## config.mk

```make
export PLATFORM = sky130hd
export DESIGN_NAME = mandelbrot_escape_pixel_flat
export DESIGN_NICKNAME = d
export VERILOG_FILES = /design/src/sv/mep_pkg.sv /design/src/sv/mep_if.sv /design/src/sv/mandelbrot_escape_pixel.sv /design/src/sv/mep_cfg_regs.sv /design/src/sv/mep_useq.sv /design/src/sv/mep_dpath.sv /design/src/flat_wrapper.sv
export SDC_FILE = /design/constraint.sdc
export NUM_CORES = 2
export LEC_CHECK = 0
export BUFFER_PORTS_ARGS = -buffer_cell sky130_fd_sc_hd__buf_2
export CAP_MARGIN = 20
export CORE_MARGIN = 8
export CORE_UTILIZATION = 35
export DETAILED_ROUTE_END_ITERATION = 8
export PLACE_DENSITY = 0.45
export SLEW_MARGIN = 25
export SYNTH_ARGS = -nofsm -noshare
export SYNTH_HDL_FRONTEND = slang
export SYNTH_SLANG_ARGS = --single-unit
```

## constraint.sdc

```tcl
create_clock -name i_clk -period 30.9 [get_ports i_clk]
set_input_delay 1.545 -clock i_clk [delete_from_list [all_inputs] [get_ports i_clk]]
set_output_delay 1.545 -clock i_clk [all_outputs]
set_load 0.01 [all_outputs]
```

## src/sv/mep_pkg.sv

```systemverilog
package mep_pkg;

    localparam int DATA_W     = 32;
    localparam int STEPSZ_W   = 31;
    localparam int CNT_W      = 16;
    localparam int ESC_W      = 40;
    localparam int COORD_W    = 10;
    localparam int COLOR_W    = 8;
    localparam int PROD_W     = 64;
    localparam int MUL_W      = DATA_W + 1;
    localparam int CFG_IDX_W  = 3;
    localparam int CFG_DATA_W = 40;
    localparam int UPC_W      = 4;
    localparam int JT_W       = 3;
    localparam int MS_W       = 3;

    localparam int COLOR_MAX    = 255;
    localparam int COLOR_STEP   = 10;
    localparam int RED_PERIOD   = 10;
    localparam int GREEN_PERIOD = 20;

    localparam logic [CFG_IDX_W-1:0] REG_ORIGIN_RE = 3'd0;
    localparam logic [CFG_IDX_W-1:0] REG_ORIGIN_IM = 3'd1;
    localparam logic [CFG_IDX_W-1:0] REG_STEP_RE   = 3'd2;
    localparam logic [CFG_IDX_W-1:0] REG_STEP_IM   = 3'd3;
    localparam logic [CFG_IDX_W-1:0] REG_MAX_ITER  = 3'd4;
    localparam logic [CFG_IDX_W-1:0] REG_ESCAPE_SQ = 3'd5;

    localparam logic [DATA_W-1:0]   RST_ORIGIN_RE = 32'hFE00_0000;
    localparam logic [DATA_W-1:0]   RST_ORIGIN_IM = 32'h0100_0000;
    localparam logic [STEPSZ_W-1:0] RST_STEP_RE   = 31'd50332;
    localparam logic [STEPSZ_W-1:0] RST_STEP_IM   = 31'd33554;
    localparam logic [CNT_W-1:0]    RST_MAX_ITER  = 16'd2000;
    localparam logic [ESC_W-1:0]    RST_ESCAPE_SQ = 40'd268435456;

    localparam logic [JT_W-1:0] JT_NEXT     = 3'd0;
    localparam logic [JT_W-1:0] JT_WAIT_IN  = 3'd1;
    localparam logic [JT_W-1:0] JT_ZMAX     = 3'd2;
    localparam logic [JT_W-1:0] JT_TEST     = 3'd3;
    localparam logic [JT_W-1:0] JT_WAIT_OUT = 3'd4;
    localparam logic [JT_W-1:0] JT_GOTO     = 3'd5;

    localparam logic [MS_W-1:0] MS_CRE = 3'd0;
    localparam logic [MS_W-1:0] MS_CIM = 3'd1;
    localparam logic [MS_W-1:0] MS_RR  = 3'd2;
    localparam logic [MS_W-1:0] MS_II  = 3'd3;
    localparam logic [MS_W-1:0] MS_RI  = 3'd4;

    localparam logic [UPC_W-1:0] UPC_IDLE  = 4'd0;
    localparam logic [UPC_W-1:0] UPC_C_RE  = 4'd1;
    localparam logic [UPC_W-1:0] UPC_C_IM  = 4'd2;
    localparam logic [UPC_W-1:0] UPC_SETUP = 4'd3;
    localparam logic [UPC_W-1:0] UPC_DIFF  = 4'd4;
    localparam logic [UPC_W-1:0] UPC_Z     = 4'd5;
    localparam logic [UPC_W-1:0] UPC_M_RR  = 4'd6;
    localparam logic [UPC_W-1:0] UPC_M_II  = 4'd7;
    localparam logic [UPC_W-1:0] UPC_M_RI  = 4'd8;
    localparam logic [UPC_W-1:0] UPC_TEST  = 4'd9;
    localparam logic [UPC_W-1:0] UPC_FIN   = 4'd10;

    typedef struct packed {
        logic [DATA_W-1:0]   origin_re;
        logic [DATA_W-1:0]   origin_im;
        logic [STEPSZ_W-1:0] step_re;
        logic [STEPSZ_W-1:0] step_im;
        logic [CNT_W-1:0]    max_iter;
        logic [ESC_W-1:0]    escape_sq;
    } t_cfg;

    typedef struct packed {
        logic [MS_W-1:0]  mul_sel;
        logic             ld_cre;
        logic             ld_cim;
        logic             clr_z;
        logic             ld_diff;
        logic             inc_n;
        logic             ld_z;
        logic             ld_p1;
        logic             ld_p2;
        logic             ld_p3;
        logic             ld_esc;
        logic [JT_W-1:0]  jmp;
        logic [UPC_W-1:0] target;
    } t_ctrl;

    typedef struct packed {
        logic max_zero;
        logic escaped;
        logic at_limit;
    } t_flags;

    typedef struct packed {
        logic [COORD_W-1:0] out_x;
        logic [COORD_W-1:0] out_y;
        logic [CNT_W-1:0]   iterations;
        logic [COLOR_W-1:0] red;
        logic [COLOR_W-1:0] green;
    } t_res;

    function automatic logic [DATA_W-1:0] sat32(input logic [PROD_W-1:0] v);
        logic [DATA_W-1:0] r;
        if ((&v[PROD_W-1:DATA_W-1]) || !(|v[PROD_W-1:DATA_W-1])) begin
            r = v[DATA_W-1:0];
        end else if (v[PROD_W-1]) begin
            r = {1'b1, {(DATA_W-1){1'b0}}};
        end else begin
            r = {1'b0, {(DATA_W-1){1'b1}}};
        end
        return r;
    endfunction

    function automatic t_ctrl ucode_rom(input logic [UPC_W-1:0] addr);
        t_ctrl w;
        w        = '0;
        w.mul_sel = MS_RR;
        w.jmp    = JT_NEXT;
        w.target = UPC_IDLE;
        case (addr)
            UPC_IDLE: begin
                w.jmp = JT_WAIT_IN;
            end
            UPC_C_RE: begin
                w.mul_sel = MS_CRE;
            end
            UPC_C_IM: begin
                w.ld_cre  = 1'b1;
                w.mul_sel = MS_CIM;
            end
            UPC_SETUP: begin
                w.ld_cim = 1'b1;
                w.clr_z  = 1'b1;
                w.jmp    = JT_ZMAX;
                w.target = UPC_FIN;
            end
            UPC_DIFF: begin
                w.ld_diff = 1'b1;
                w.inc_n   = 1'b1;
            end
            UPC_Z: begin
                w.ld_z = 1'b1;
            end
            UPC_M_RR: begin
                w.mul_sel = MS_RR;
            end
            UPC_M_II: begin
                w.ld_p1   = 1'b1;
                w.mul_sel = MS_II;
            end
            UPC_M_RI: begin
                w.ld_p2   = 1'b1;
                w.mul_sel = MS_RI;
            end
            UPC_TEST: begin
                w.ld_p3  = 1'b1;
                w.ld_esc = 1'b1;
                w.jmp    = JT_TEST;
                w.target = UPC_DIFF;
            end
            UPC_FIN: begin
                w.jmp    = JT_WAIT_OUT;
                w.target = UPC_IDLE;
            end
            default: begin
                w.jmp    = JT_GOTO;
                w.target = UPC_IDLE;
            end
        endcase
        return w;
    endfunction

endpackage

```

## src/sv/mep_if.sv

```systemverilog
interface mep_pix_if import mep_pkg::*; ();
    logic               valid;
    logic               ready;
    logic [COORD_W-1:0] pixel_x;
    logic [COORD_W-1:0] pixel_y;

    modport source (output valid, output pixel_x, output pixel_y, input ready);
    modport sink (input valid, input pixel_x, input pixel_y, output ready);
endinterface

interface mep_res_if import mep_pkg::*; ();
    logic               valid;
    logic               ready;
    logic [COORD_W-1:0] out_x;
    logic [COORD_W-1:0] out_y;
    logic [CNT_W-1:0]   iterations;
    logic [COLOR_W-1:0] red;
    logic [COLOR_W-1:0] green;

    modport source (output valid, output out_x, output out_y, output iterations,
                    output red, output green, input ready);
    modport sink (input valid, input out_x, input out_y, input iterations,
                  input red, input green, output ready);
endinterface

interface mep_cfg_if import mep_pkg::*; ();
    logic                  valid;
    logic                  ready;
    logic [CFG_IDX_W-1:0]  index;
    logic [CFG_DATA_W-1:0] data;

    modport source (output valid, output index, output data, input ready);
    modport sink (input valid, input index, input data, output ready);
endinterface

```

## src/sv/mandelbrot_escape_pixel.sv

```systemverilog
// Mandelbrot escape-time unit for one pixel at a time. A pixel request is taken only while
// the unit is idle; it maps the coordinates to a point c in signed fixed point, iterates
// z = z*z + c from zero and returns the escape step with its color bytes, or zero when the
// iteration limit is reached first. A microcoded sequencer runs every iteration as six
// control steps through a single shared 33 by 33 bit multiplier. The result waits in an
// output register, and the next pixel request is taken as soon as the finished result has
// moved there.
module mandelbrot_escape_pixel import mep_pkg::*; #(
    parameter int MAX_SIDE  = 1024,
    parameter int FRAC_BITS = 24
) (
    input  logic      i_clk,
    input  logic      i_rst_n,
    mep_pix_if.sink   i_pix,
    mep_res_if.source o_res,
    mep_cfg_if.sink   i_cfg
);

    t_cfg   w_cfg;
    t_ctrl  w_ctrl;
    t_flags w_flags;
    t_res   w_res;
    logic   w_take;
    logic   w_out_free;
    logic   w_put;
    logic   r_out_valid;
    t_res   r_out;

    assign i_cfg.ready = 1'b1;
    assign i_pix.ready = (w_ctrl.jmp == JT_WAIT_IN);
    assign w_take      = i_pix.valid && i_pix.ready;
    assign w_out_free  = !r_out_valid || o_res.ready;
    assign w_put       = (w_ctrl.jmp == JT_WAIT_OUT) && w_out_free;

    mep_cfg_regs u_cfg_regs (
        .i_clk   (i_clk),
        .i_rst_n (i_rst_n),
        .i_wr    (i_cfg.valid && i_cfg.ready),
        .i_idx   (i_cfg.index),
        .i_data  (i_cfg.data),
        .o_cfg   (w_cfg)
    );

    mep_useq u_useq (
        .i_clk      (i_clk),
        .i_rst_n    (i_rst_n),
        .i_flags    (w_flags),
        .i_in_valid (i_pix.valid),
        .i_out_free (w_out_free),
        .o_ctrl     (w_ctrl)
    );

    mep_dpath #(
        .MAX_SIDE  (MAX_SIDE),
        .FRAC_BITS (FRAC_BITS)
    ) u_dpath (
        .i_clk     (i_clk),
        .i_cfg     (w_cfg),
        .i_ctrl    (w_ctrl),
        .i_take    (w_take),
        .i_pixel_x (i_pix.pixel_x),
        .i_pixel_y (i_pix.pixel_y),
        .o_flags   (w_flags),
        .o_res     (w_res)
    );

    always_ff @(posedge i_clk) begin
        if (!i_rst_n) begin
            r_out_valid <= 1'b0;
        end else if (w_put) begin
            r_out_valid <= 1'b1;
        end else if (o_res.ready) begin
            r_out_valid <= 1'b0;
        end
    end

    always_ff @(posedge i_clk) begin
        if (w_put) begin
            r_out <= w_res;
        end
    end

    assign o_res.valid      = r_out_valid;
    assign o_res.out_x      = r_out.out_x;
    assign o_res.out_y      = r_out.out_y;
    assign o_res.iterations = r_out.iterations;
    assign o_res.red        = r_out.red;
    assign o_res.green      = r_out.green;

endmodule

```

## src/sv/mep_cfg_regs.sv

```systemverilog
module mep_cfg_regs import mep_pkg::*; (
    input  logic                  i_clk,
    input  logic                  i_rst_n,
    input  logic                  i_wr,
    input  logic [CFG_IDX_W-1:0]  i_idx,
    input  logic [CFG_DATA_W-1:0] i_data,
    output t_cfg                  o_cfg
);

    t_cfg r_cfg;

    always_ff @(posedge i_clk) begin
        if (!i_rst_n) begin
            r_cfg.origin_re <= RST_ORIGIN_RE;
            r_cfg.origin_im <= RST_ORIGIN_IM;
            r_cfg.step_re   <= RST_STEP_RE;
            r_cfg.step_im   <= RST_STEP_IM;
            r_cfg.max_iter  <= RST_MAX_ITER;
            r_cfg.escape_sq <= RST_ESCAPE_SQ;
        end else if (i_wr) begin
            case (i_idx)
                REG_ORIGIN_RE: r_cfg.origin_re <= i_data[DATA_W-1:0];
                REG_ORIGIN_IM: r_cfg.origin_im <= i_data[DATA_W-1:0];
                REG_STEP_RE:   r_cfg.step_re   <= i_data[STEPSZ_W-1:0];
                REG_STEP_IM:   r_cfg.step_im   <= i_data[STEPSZ_W-1:0];
                REG_MAX_ITER:  r_cfg.max_iter  <= i_data[CNT_W-1:0];
                REG_ESCAPE_SQ: r_cfg.escape_sq <= i_data[ESC_W-1:0];
                default: begin
                end
            endcase
        end
    end

    assign o_cfg = r_cfg;

endmodule

```

## src/sv/mep_useq.sv

```systemverilog
module mep_useq import mep_pkg::*; (
    input  logic   i_clk,
    input  logic   i_rst_n,
    input  t_flags i_flags,
    input  logic   i_in_valid,
    input  logic   i_out_free,
    output t_ctrl  o_ctrl
);

    logic [UPC_W-1:0] r_upc;
    logic [UPC_W-1:0] n_upc;
    t_ctrl            w_ctrl;
    logic [UPC_W-1:0] w_inc;

    assign w_ctrl = ucode_rom(r_upc);
    assign w_inc  = r_upc + UPC_W'(1);

    always_comb begin
        case (w_ctrl.jmp)
            JT_NEXT:     n_upc = w_inc;
            JT_WAIT_IN:  n_upc = i_in_valid ? w_inc : r_upc;
            JT_ZMAX:     n_upc = i_flags.max_zero ? w_ctrl.target : w_inc;
            JT_TEST:     n_upc = (i_flags.escaped || i_flags.at_limit) ? w_inc
                                                                       : w_ctrl.target;
            JT_WAIT_OUT: n_upc = i_out_free ? w_ctrl.target : r_upc;
            default:     n_upc = w_ctrl.target;
        endcase
    end

    always_ff @(posedge i_clk) begin
        if (!i_rst_n) begin
            r_upc <= UPC_IDLE;
        end else begin
            r_upc <= n_upc;
        end
    end

    assign o_ctrl = w_ctrl;

endmodule

```

## src/sv/mep_dpath.sv

```systemverilog
module mep_dpath import mep_pkg::*; #(
    parameter int MAX_SIDE  = 1024,
    parameter int FRAC_BITS = 24
) (
    input  logic               i_clk,
    input  t_cfg               i_cfg,
    input  t_ctrl              i_ctrl,
    input  logic               i_take,
    input  logic [COORD_W-1:0] i_pixel_x,
    input  logic [COORD_W-1:0] i_pixel_y,
    output t_flags             o_flags,
    output t_res               o_res
);

    localparam int ESC_SH_W = ESC_W + FRAC_BITS;
    localparam int CMP_W    = ((ESC_SH_W > PROD_W) ? ESC_SH_W : PROD_W) + 1;

    logic [COORD_W-1:0]      r_x;
    logic [COORD_W-1:0]      r_y;
    logic signed [DATA_W-1:0] r_cre;
    logic signed [DATA_W-1:0] r_cim;
    logic signed [DATA_W-1:0] r_zr;
    logic signed [DATA_W-1:0] r_zi;
    logic signed [PROD_W-1:0] r_prod;
    logic signed [PROD_W-1:0] r_acc;
    logic signed [PROD_W-1:0] r_p1;
    logic signed [PROD_W-1:0] r_p2;
    logic signed [PROD_W-1:0] r_p3;
    logic [CNT_W-1:0]        r_n;
    logic [3:0]              r_m10;
    logic [4:0]              r_m20;
    logic                    r_esc;

    logic [COORD_W-1:0]         w_x_cl;
    logic [COORD_W-1:0]         w_y_cl;
    logic signed [MUL_W-1:0]    w_op_a;
    logic signed [MUL_W-1:0]    w_op_b;
    logic signed [2*MUL_W-1:0]  w_prod;
    logic [PROD_W-1:0]          w_cre_sum;
    logic [PROD_W-1:0]          w_cim_sum;
    logic signed [PROD_W-1:0]   w_diff_sh;
    logic signed [PROD_W-1:0]   w_p3_sh;
    logic [PROD_W-1:0]          w_zr_sum;
    logic [PROD_W-1:0]          w_zi_sum;
    logic [CMP_W-1:0]           w_mag;
    logic [CMP_W-1:0]           w_esc;
    logic                       w_escaped;

    assign w_x_cl = (int'(i_pixel_x) >= MAX_SIDE) ? COORD_W'(MAX_SIDE - 1) : i_pixel_x;
    assign w_y_cl = (int'(i_pixel_y) >= MAX_SIDE) ? COORD_W'(MAX_SIDE - 1) : i_pixel_y;

    always_comb begin
        case (i_ctrl.mul_sel)
            MS_CRE: begin
                w_op_a = $signed({2'b00, i_cfg.step_re});
                w_op_b = $signed({{(MUL_W-COORD_W){1'b0}}, r_x});
            end
            MS_CIM: begin
                w_op_a = $signed({2'b00, i_cfg.step_im});
                w_op_b = $signed({{(MUL_W-COORD_W){1'b0}}, r_y});
            end
            MS_II: begin
                w_op_a = $signed({r_zi[DATA_W-1], r_zi});
                w_op_b = $signed({r_zi[DATA_W-1], r_zi});
            end
            MS_RI: begin
                w_op_a = $signed({r_zr[DATA_W-1], r_zr});
                w_op_b = $signed({r_zi[DATA_W-1], r_zi});
            end
            default: begin
                w_op_a = $signed({r_zr[DATA_W-1], r_zr});
                w_op_b = $signed({r_zr[DATA_W-1], r_zr});
            end
        endcase
    end

    assign w_prod = w_op_a * w_op_b;

    assign w_cre_sum = {{(PROD_W-DATA_W){i_cfg.origin_re[DATA_W-1]}}, i_cfg.origin_re}
                       + r_prod;
    assign w_cim_sum = {{(PROD_W-DATA_W){i_cfg.origin_im[DATA_W-1]}}, i_cfg.origin_im}
                       - r_prod;

    assign w_diff_sh = r_acc >>> FRAC_BITS;
    assign w_p3_sh   = r_p3 >>> (FRAC_BITS - 1);
    assign w_zr_sum  = w_diff_sh + {{(PROD_W-DATA_W){r_cre[DATA_W-1]}}, r_cre};
    assign w_zi_sum  = w_p3_sh + {{(PROD_W-DATA_W){r_cim[DATA_W-1]}}, r_cim};

    assign w_mag     = CMP_W'($unsigned(r_p1)) + CMP_W'($unsigned(r_p2));
    assign w_esc     = CMP_W'(i_cfg.escape_sq) << FRAC_BITS;
    assign w_escaped = w_mag > w_esc;

    always_ff @(posedge i_clk) begin
        if (i_take) begin
            r_x <= w_x_cl;
            r_y <= w_y_cl;
        end
        r_prod <= w_prod[PROD_W-1:0];
        if (i_ctrl.ld_cre) begin
            r_cre <= sat32(w_cre_sum);
        end
        if (i_ctrl.ld_cim) begin
            r_cim <= sat32(w_cim_sum);
        end
        if (i_ctrl.ld_diff) begin
            r_acc <= r_p1 - r_p2;
        end
        if (i_ctrl.ld_z) begin
            r_zr <= sat32(w_zr_sum);
            r_zi <= sat32(w_zi_sum);
        end
        if (i_ctrl.clr_z) begin
            r_p1  <= '0;
            r_p2  <= '0;
            r_p3  <= '0;
            r_n   <= '0;
            r_m10 <= '0;
            r_m20 <= '0;
            r_esc <= 1'b0;
        end else begin
            if (i_ctrl.ld_p1) begin
                r_p1 <= r_prod;
            end
            if (i_ctrl.ld_p2) begin
                r_p2 <= r_prod;
            end
            if (i_ctrl.ld_p3) begin
                r_p3 <= r_prod;
            end
            if (i_ctrl.ld_esc) begin
                r_esc <= w_escaped;
            end
            if (i_ctrl.inc_n) begin
                r_n   <= r_n + CNT_W'(1);
                r_m10 <= (int'(r_m10) == RED_PERIOD - 1) ? '0 : r_m10 + 4'd1;
                r_m20 <= (int'(r_m20) == GREEN_PERIOD - 1) ? '0 : r_m20 + 5'd1;
            end
        end
    end

    assign o_flags.max_zero = (i_cfg.max_iter == '0);
    assign o_flags.escaped  = w_escaped;
    assign o_flags.at_limit = (r_n == i_cfg.max_iter);

    assign o_res.out_x      = r_x;
    assign o_res.out_y      = r_y;
    assign o_res.iterations = r_esc ? r_n : '0;
    assign o_res.red        = r_esc ? COLOR_W'(COLOR_MAX - COLOR_STEP * int'(r_m10)) : '0;
    assign o_res.green      = r_esc ? COLOR_W'(COLOR_MAX - COLOR_STEP * int'(r_m20)) : '0;

endmodule

```

## src/flat_wrapper.sv

```systemverilog
// flat-port wrapper written by rule: the top's interface ports become plain ports
module mandelbrot_escape_pixel_flat import mep_pkg::*;
#(
    parameter int MAX_SIDE  = 1024,
    parameter int FRAC_BITS = 24
)
  (i_clk, i_rst_n, i_pix_valid, i_pix_pixel_x, i_pix_pixel_y, i_pix_ready, o_res_valid, o_res_out_x, o_res_out_y, o_res_iterations, o_res_red, o_res_green, o_res_ready, i_cfg_valid, i_cfg_index, i_cfg_data, i_cfg_ready);
  mep_pix_if i_pix_i ();
  mep_res_if o_res_i ();
  mep_cfg_if i_cfg_i ();
  input  logic i_clk;
  input  logic i_rst_n;
  input wire logic [$bits(i_pix_i.valid)-1:0] i_pix_valid;
  input wire logic [$bits(i_pix_i.pixel_x)-1:0] i_pix_pixel_x;
  input wire logic [$bits(i_pix_i.pixel_y)-1:0] i_pix_pixel_y;
  output wire logic [$bits(i_pix_i.ready)-1:0] i_pix_ready;
  output wire logic [$bits(o_res_i.valid)-1:0] o_res_valid;
  output wire logic [$bits(o_res_i.out_x)-1:0] o_res_out_x;
  output wire logic [$bits(o_res_i.out_y)-1:0] o_res_out_y;
  output wire logic [$bits(o_res_i.iterations)-1:0] o_res_iterations;
  output wire logic [$bits(o_res_i.red)-1:0] o_res_red;
  output wire logic [$bits(o_res_i.green)-1:0] o_res_green;
  input wire logic [$bits(o_res_i.ready)-1:0] o_res_ready;
  input wire logic [$bits(i_cfg_i.valid)-1:0] i_cfg_valid;
  input wire logic [$bits(i_cfg_i.index)-1:0] i_cfg_index;
  input wire logic [$bits(i_cfg_i.data)-1:0] i_cfg_data;
  output wire logic [$bits(i_cfg_i.ready)-1:0] i_cfg_ready;
  assign i_pix_i.valid = i_pix_valid;
  assign i_pix_i.pixel_x = i_pix_pixel_x;
  assign i_pix_i.pixel_y = i_pix_pixel_y;
  assign i_pix_ready = i_pix_i.ready;
  assign o_res_valid = o_res_i.valid;
  assign o_res_out_x = o_res_i.out_x;
  assign o_res_out_y = o_res_i.out_y;
  assign o_res_iterations = o_res_i.iterations;
  assign o_res_red = o_res_i.red;
  assign o_res_green = o_res_i.green;
  assign o_res_i.ready = o_res_ready;
  assign i_cfg_i.valid = i_cfg_valid;
  assign i_cfg_i.index = i_cfg_index;
  assign i_cfg_i.data = i_cfg_data;
  assign i_cfg_ready = i_cfg_i.ready;
  mandelbrot_escape_pixel #(.MAX_SIDE(MAX_SIDE), .FRAC_BITS(FRAC_BITS)) u_core (.i_clk(i_clk), .i_rst_n(i_rst_n), .i_pix(i_pix_i), .o_res(o_res_i), .i_cfg(i_cfg_i));
endmodule
```

# Yosys cells after proc, flatten, opt, wreduce, memory -nomap -nowiden
# Index checks and enable logic that the tools add are counted.
# classes
add_sub_neg,12
mul,3
order_cmp,1
eq_ne,27
mux,29
reduce_logical,36
# ops
operator,n
32-bit two-way mux,8
33-bit one-hot mux with 3 select lines,2
33-bit AND reduction,4
33-bit OR reduction,4
64-bit subtractor,2
64-bit by 64-bit adder with 65-bit output,1
65-bit by 64-bit greater-than comparator with 1-bit output,1
64-bit adder,1
33-bit by 33-bit multiplier with 64-bit output,1
41-bit by 32-bit adder with 42-bit output,1
40-bit by 32-bit adder with 41-bit output,1
4-bit two-way mux,5
4-bit one-hot mux with 5 select lines,1
16-bit by 1-bit adder with 16-bit output (second input constant),1
16-bit equality test,1
4-bit by 3-bit equality test with 1-bit output (second input constant),4
4-bit equality test (second input constant),4
16-bit zero test,1
8-bit subtractor (first input constant),2
3-bit by 2-bit equality test with 1-bit output (second input constant),5
3-bit one-hot mux with 5 select lines,1
2-bit AND reduction,7
3-bit equality test (second input constant),4
3-bit one-hot mux with 4 select lines,1
other kinds (21),45
# totals
regBits,733
input_bits,68
output_inout_bits,55

# Depth between registers and ports, before layout
# depth
ltp_word,6
depth_mapped,41
mapped_depth_nobuf,36

# Hierarchy
# A second synthesis with hierarchy kept.
# hier_totals
hier_cells,9289
area_unflattened_um2,82636.8
# modules_own_cells
mod,n_inst,cells_per_inst,area_each_um2
mep_dpath,1,8461,73399.1
mep_cfg_regs,1,667,6869.1
mandelbrot_escape_pixel,1,62,1647.8
mep_useq,1,99,720.7

# Least setup slack after synthesis
# Ideal clock, no wire load.
# synth_path
path_kind,register to register
startpoint,register u_core.u_useq.r_upc[0]
endpoint,register u_core.u_dpath.r_prod[63]
setup_time_ns,0.072
t_arrival_ns,9.798
setup_slack_ns,21.030
stages_incl_launch_ff,38
cell_sequence,dfxtp_1 -> inv_1 -> ha_1 -> nor4b_1 -> or3_1 -> clkbuf_1 -> clkbuf_1 -> nand2_1 -> o21ai_1 -> clkbuf_1 -> nor2_1 -> fa_1 -> inv_1 -> fa_1 -> inv_1 -> fa_1 -> inv_1 -> fa_1 -> [2 not listed] -> fa_1 -> fa_1 -> inv_1 -> fa_1 -> inv_1 -> ha_1 -> a21o_1 -> o21a_1 -> a311o_1 -> a32oi_1 -> o2111ai_1 -> a211oi_1 -> a2111o_1 -> a21o_1 -> o21ai_0 -> a31o_2 -> a21oi_1 -> xnor2_1
# synth_between
elab_chain_cells,6
elab_cells_between_ends,13
# synth_rtl
item,line,text
from (decl),mep_useq.sv:10,logic [UPC_W-1:0] r_upc;
from (signal assigned),mep_useq.sv:34,r_upc <= n_upc;
"4-bit equality test, or another cell as far along",mep_pkg.sv:118,case (addr)
3-bit one-hot mux with 4 select lines *,mep_pkg.sv:118,
3-bit equality test / 3-bit by 2-bit equality test with 1-bit output (equally long branches),mep_dpath.sv:53,case (i_ctrl.mul_sel)
2-bit OR reduction (no source line),n/a,
33-bit one-hot mux with 3 select lines,mep_dpath.sv:53,
33-bit by 33-bit multiplier with 64-bit output *,mep_dpath.sv:77,assign w_prod = w_op_a * w_op_b;
named net u_core.u_dpath.w_prod[63],mep_dpath.sv:38,logic signed [2*MUL_W-1:0] w_prod;
to (signal assigned),mep_dpath.sv:98,r_prod <= w_prod[PROD_W-1:0];
to (decl),mep_dpath.sv:24,logic signed [PROD_W-1:0] r_prod;
# Mark *: on every way through the listed nets, which the timed path passes. The rest lies on a longest branch.
# A chain may end at the register's enable or synchronous reset.

# Worst setup path after layout
# Same ends and word-level chain as after synthesis.

==> impl_results.md <==
- Status: finished, final reports clean
- Least-Margin Pin Slew: 1133 ps
- Fillcell total: 24.18k
- Synthesis-stage register bit count: 685
- Setup ws final: 18600 ps
- Synth Area per Inst: 8.527 sq um
- Core Box Area: 234700 sq um
- Period utilization: 39.82%
- CP peak stage delay: 810 ps
- Dpl ws: 18670 ps
- Die height: 501.5 um
- CP endpoint kind: register
- Post-CTS Setup Bufs: 0
- Required time worst endpoint: 31570 ps
- # clock sinks: 685
- Finished Layout Cells: 12.82k
- First drt pass iteration count: 8
- FFs w/ async S/R, synth: 0%
- Count of different cell masters after synthesis: 113
- Max FO, Critical Path: 65
- Share of cells above drive strength 1: 5.994%
- Cells on worst reg2reg path: 37
- Fin. Hold Viols: 0
- Starting Density: 35.15%
- First DRT Iteration DRCs: 5946
- Min-delay worst type: register to register
- Number of enable flip-flop cells after synthesis: 239
- # setup viols final: 0
- CTS tree: yes
- Top FF cell, synth: dfxtp_1
- Post-synthesis sequential area ratio: 19.52%
- Layout Nets: 11.37k
- Clk_skew: 87.10 ps
- Fin Setup TNS: 0 ps
- # IOs: 123
- Slew Limit Fails: 0
- Num rows: 178
- Total GRT Usage: 26.21%
- Hold-fix buffers, CTS: 0
- Placed cells: 12.66k
- Headroom to the max-slew limit: 24.47%
- Crit Path Category: register to register
- Area of the multi-input gates: 59610 sq um
- Initial antenna violation count: 20
- # Max-Cap Violations: 0
- H-tree Lvls: 3
- Largest net degree at the start of global routing: 108
- Vias in the first global route: 70.15k
- Most frequent cell on the critical path: fa_1
- Clk Tree Root Cell: clkbuf_16
- Routed vias: 69.43k
- Fmax: 81.28 MHz
- Most frequent cells in the layout: 1454 x nand2_1, 1382 x inv_1, 1112 x fa_1
- Clk buf depth: 3
- Ys Warns: 0
- Global route overflow: 0
- Dpl hpwl: 264200 um
- Port buffer count: 121
- Synth-to-layout area growth: 8.813%
- Slowest CP cell: a211oi_1
- Post-route minimum period: 12300 ps
- DRC Markers: 0
- Final ANT Viol Nets: 0
- Vias per inst: 5.418
- CTS clk-pin slew, worst paths: 70 ps
- Data arrival, critical path: 12970 ps
- Total CTS buffers: 80
- Worst skew pair latency: 750 ps
- First-pass GRT wire length: 487000 um
- Worst Setup Start Kind: register
- Die Footprint: 251500 sq um
- Unrepaired setup endpoints after global routing: no
- Routed length per instance: 26.25 um
- Most common cell after layout, fill and taps aside: nand2_1
- Net count after synthesis: 11.46k
- Register area: 16110 sq um
- WHS Path Cells: 2
- GPL Wtd Cong: 0.9339
- Die Wd: 501.5 um
- Total wire length: 336400 um
- Post_cts resized: 0
- Cell Area, Synth: 82510 sq um
- Gate Count Post-Synth: 9677
-- per-layer routing --
layer	up-vias	track usage, %	routed length (um)
li1	31490	-	-
met1	35170	35.03	145800
met2	2255	42.03	150800
met3	517	3.312	19400
met4	4	12.91	20390
met5	-	0	23
-- cells by family after synthesis --
family / count (synthesis) / share of synthesized area [%]
DFF: 685 / 19.52
buffers and inverters: 1857 / 8.564
AOI/OAI and AO/OA: 1909 / 15.15
and+or+nand+nor: 3141 / 16.68
other: 1 / 0.004545
muxes: 25 / 0.3154
xor gates and xnor gates: 345 / 3.662
adders and majority gates: 1714 / 36.11
-- final cells by class --
cell class,instances,area share [%]
clock inverters,51,0.8097
multi-input cells,7135,66.40
well taps,3150,4.390
repair buffers,305,2.242
inverters,1384,5.792
diodes,7,0.01951
flip-flops and latches,685,17.94
clock buffers,99,2.411
-- worst max-delay path, delay by kind of cell (launching register included) --
family | cells | cell delay, ps
adders and majority gates | 10 | 4740
AOI/OAI and AO/OA | 12 | 3770
and+or+nand+nor | 4 | 1130
buffers and inverters | 10 | 1850
DFF | 1 | 440
xor gates and xnor gates | 1 | 140
-- cell usage after synthesis, types with 68 or more instances --
library cell | instances | share of area, %
edfxtp_1 | 239 | 8.7
nor3_1 | 123 | 0.75
clkbuf_1 | 398 | 1.8
nand2_1 | 1457 | 6.6
a21o_1 | 162 | 1.5
fa_1 | 1112 | 27
nand3_1 | 183 | 1.1
a22o_1 | 68 | 0.72
nand2b_1 | 71 | 0.54
xor2_1 | 131 | 1.4
a21boi_0 | 169 | 1.5
o21a_1 | 87 | 0.79
nor2_1 | 840 | 3.8
nand4_1 | 108 | 0.82
dfxtp_1 | 446 | 11
ha_1 | 602 | 9.1
inv_1 | 1382 | 6.3
a21oi_1 | 577 | 3.5
nor2b_1 | 70 | 0.53
xnor2_1 | 214 | 2.3
o21ai_0 | 308 | 1.9
o21bai_1 | 77 | 0.70
-- state kept, by name, summed over array words and instances, names as in the netlist, 32 cells and up --
register	count
u_core.u_cfg_regs.o_cfg	182
u_core.u_dpath.r_acc	40
u_core.u_dpath.r_cim	32
u_core.u_dpath.r_cre	32
u_core.u_dpath.r_p1	64
u_core.u_dpath.r_p2	64
u_core.u_dpath.r_p3	41
u_core.u_dpath.r_prod	64
u_core.u_dpath.r_zi	32
u_core.u_dpath.r_zr	32
-- final timing paths --
| kind | slack, ps | to | from |
|---|---|---|---|
| hold / removal | 470 | u_core.u_cfg_regs.o_cfg[78] | u_core.u_cfg_regs.o_cfg[78] |
| setup reg to reg | 18600 | u_core.u_dpath.r_prod[63] | u_core.u_useq.r_upc[0] |
| setup / recovery | 18600 | u_core.u_dpath.r_prod[63] | u_core.u_useq.r_upc[0] |
| hold reg to reg | 470 | u_core.u_cfg_regs.o_cfg[78] | u_core.u_cfg_regs.o_cfg[78] |
-- per-stage QoR --
step / hold slack (ps) / cell area (sq um) / utilization, %
2_1_floorplan: 425.2 / 82510 / -
3_3_place_gp: 451.6 / 86840 / 37.00
3_5_place_dp: 458.3 / 86850 / 37.00
4_1_cts: 466.7 / 89740 / 38.23
5_1_grt: 486.2 / 89770 / 38.24
6_report: 466.7 / 89780 / 38.25
Power is not shown: default switching activity piles up to over one toggle a cycle in this logic, so the estimate is an artifact.
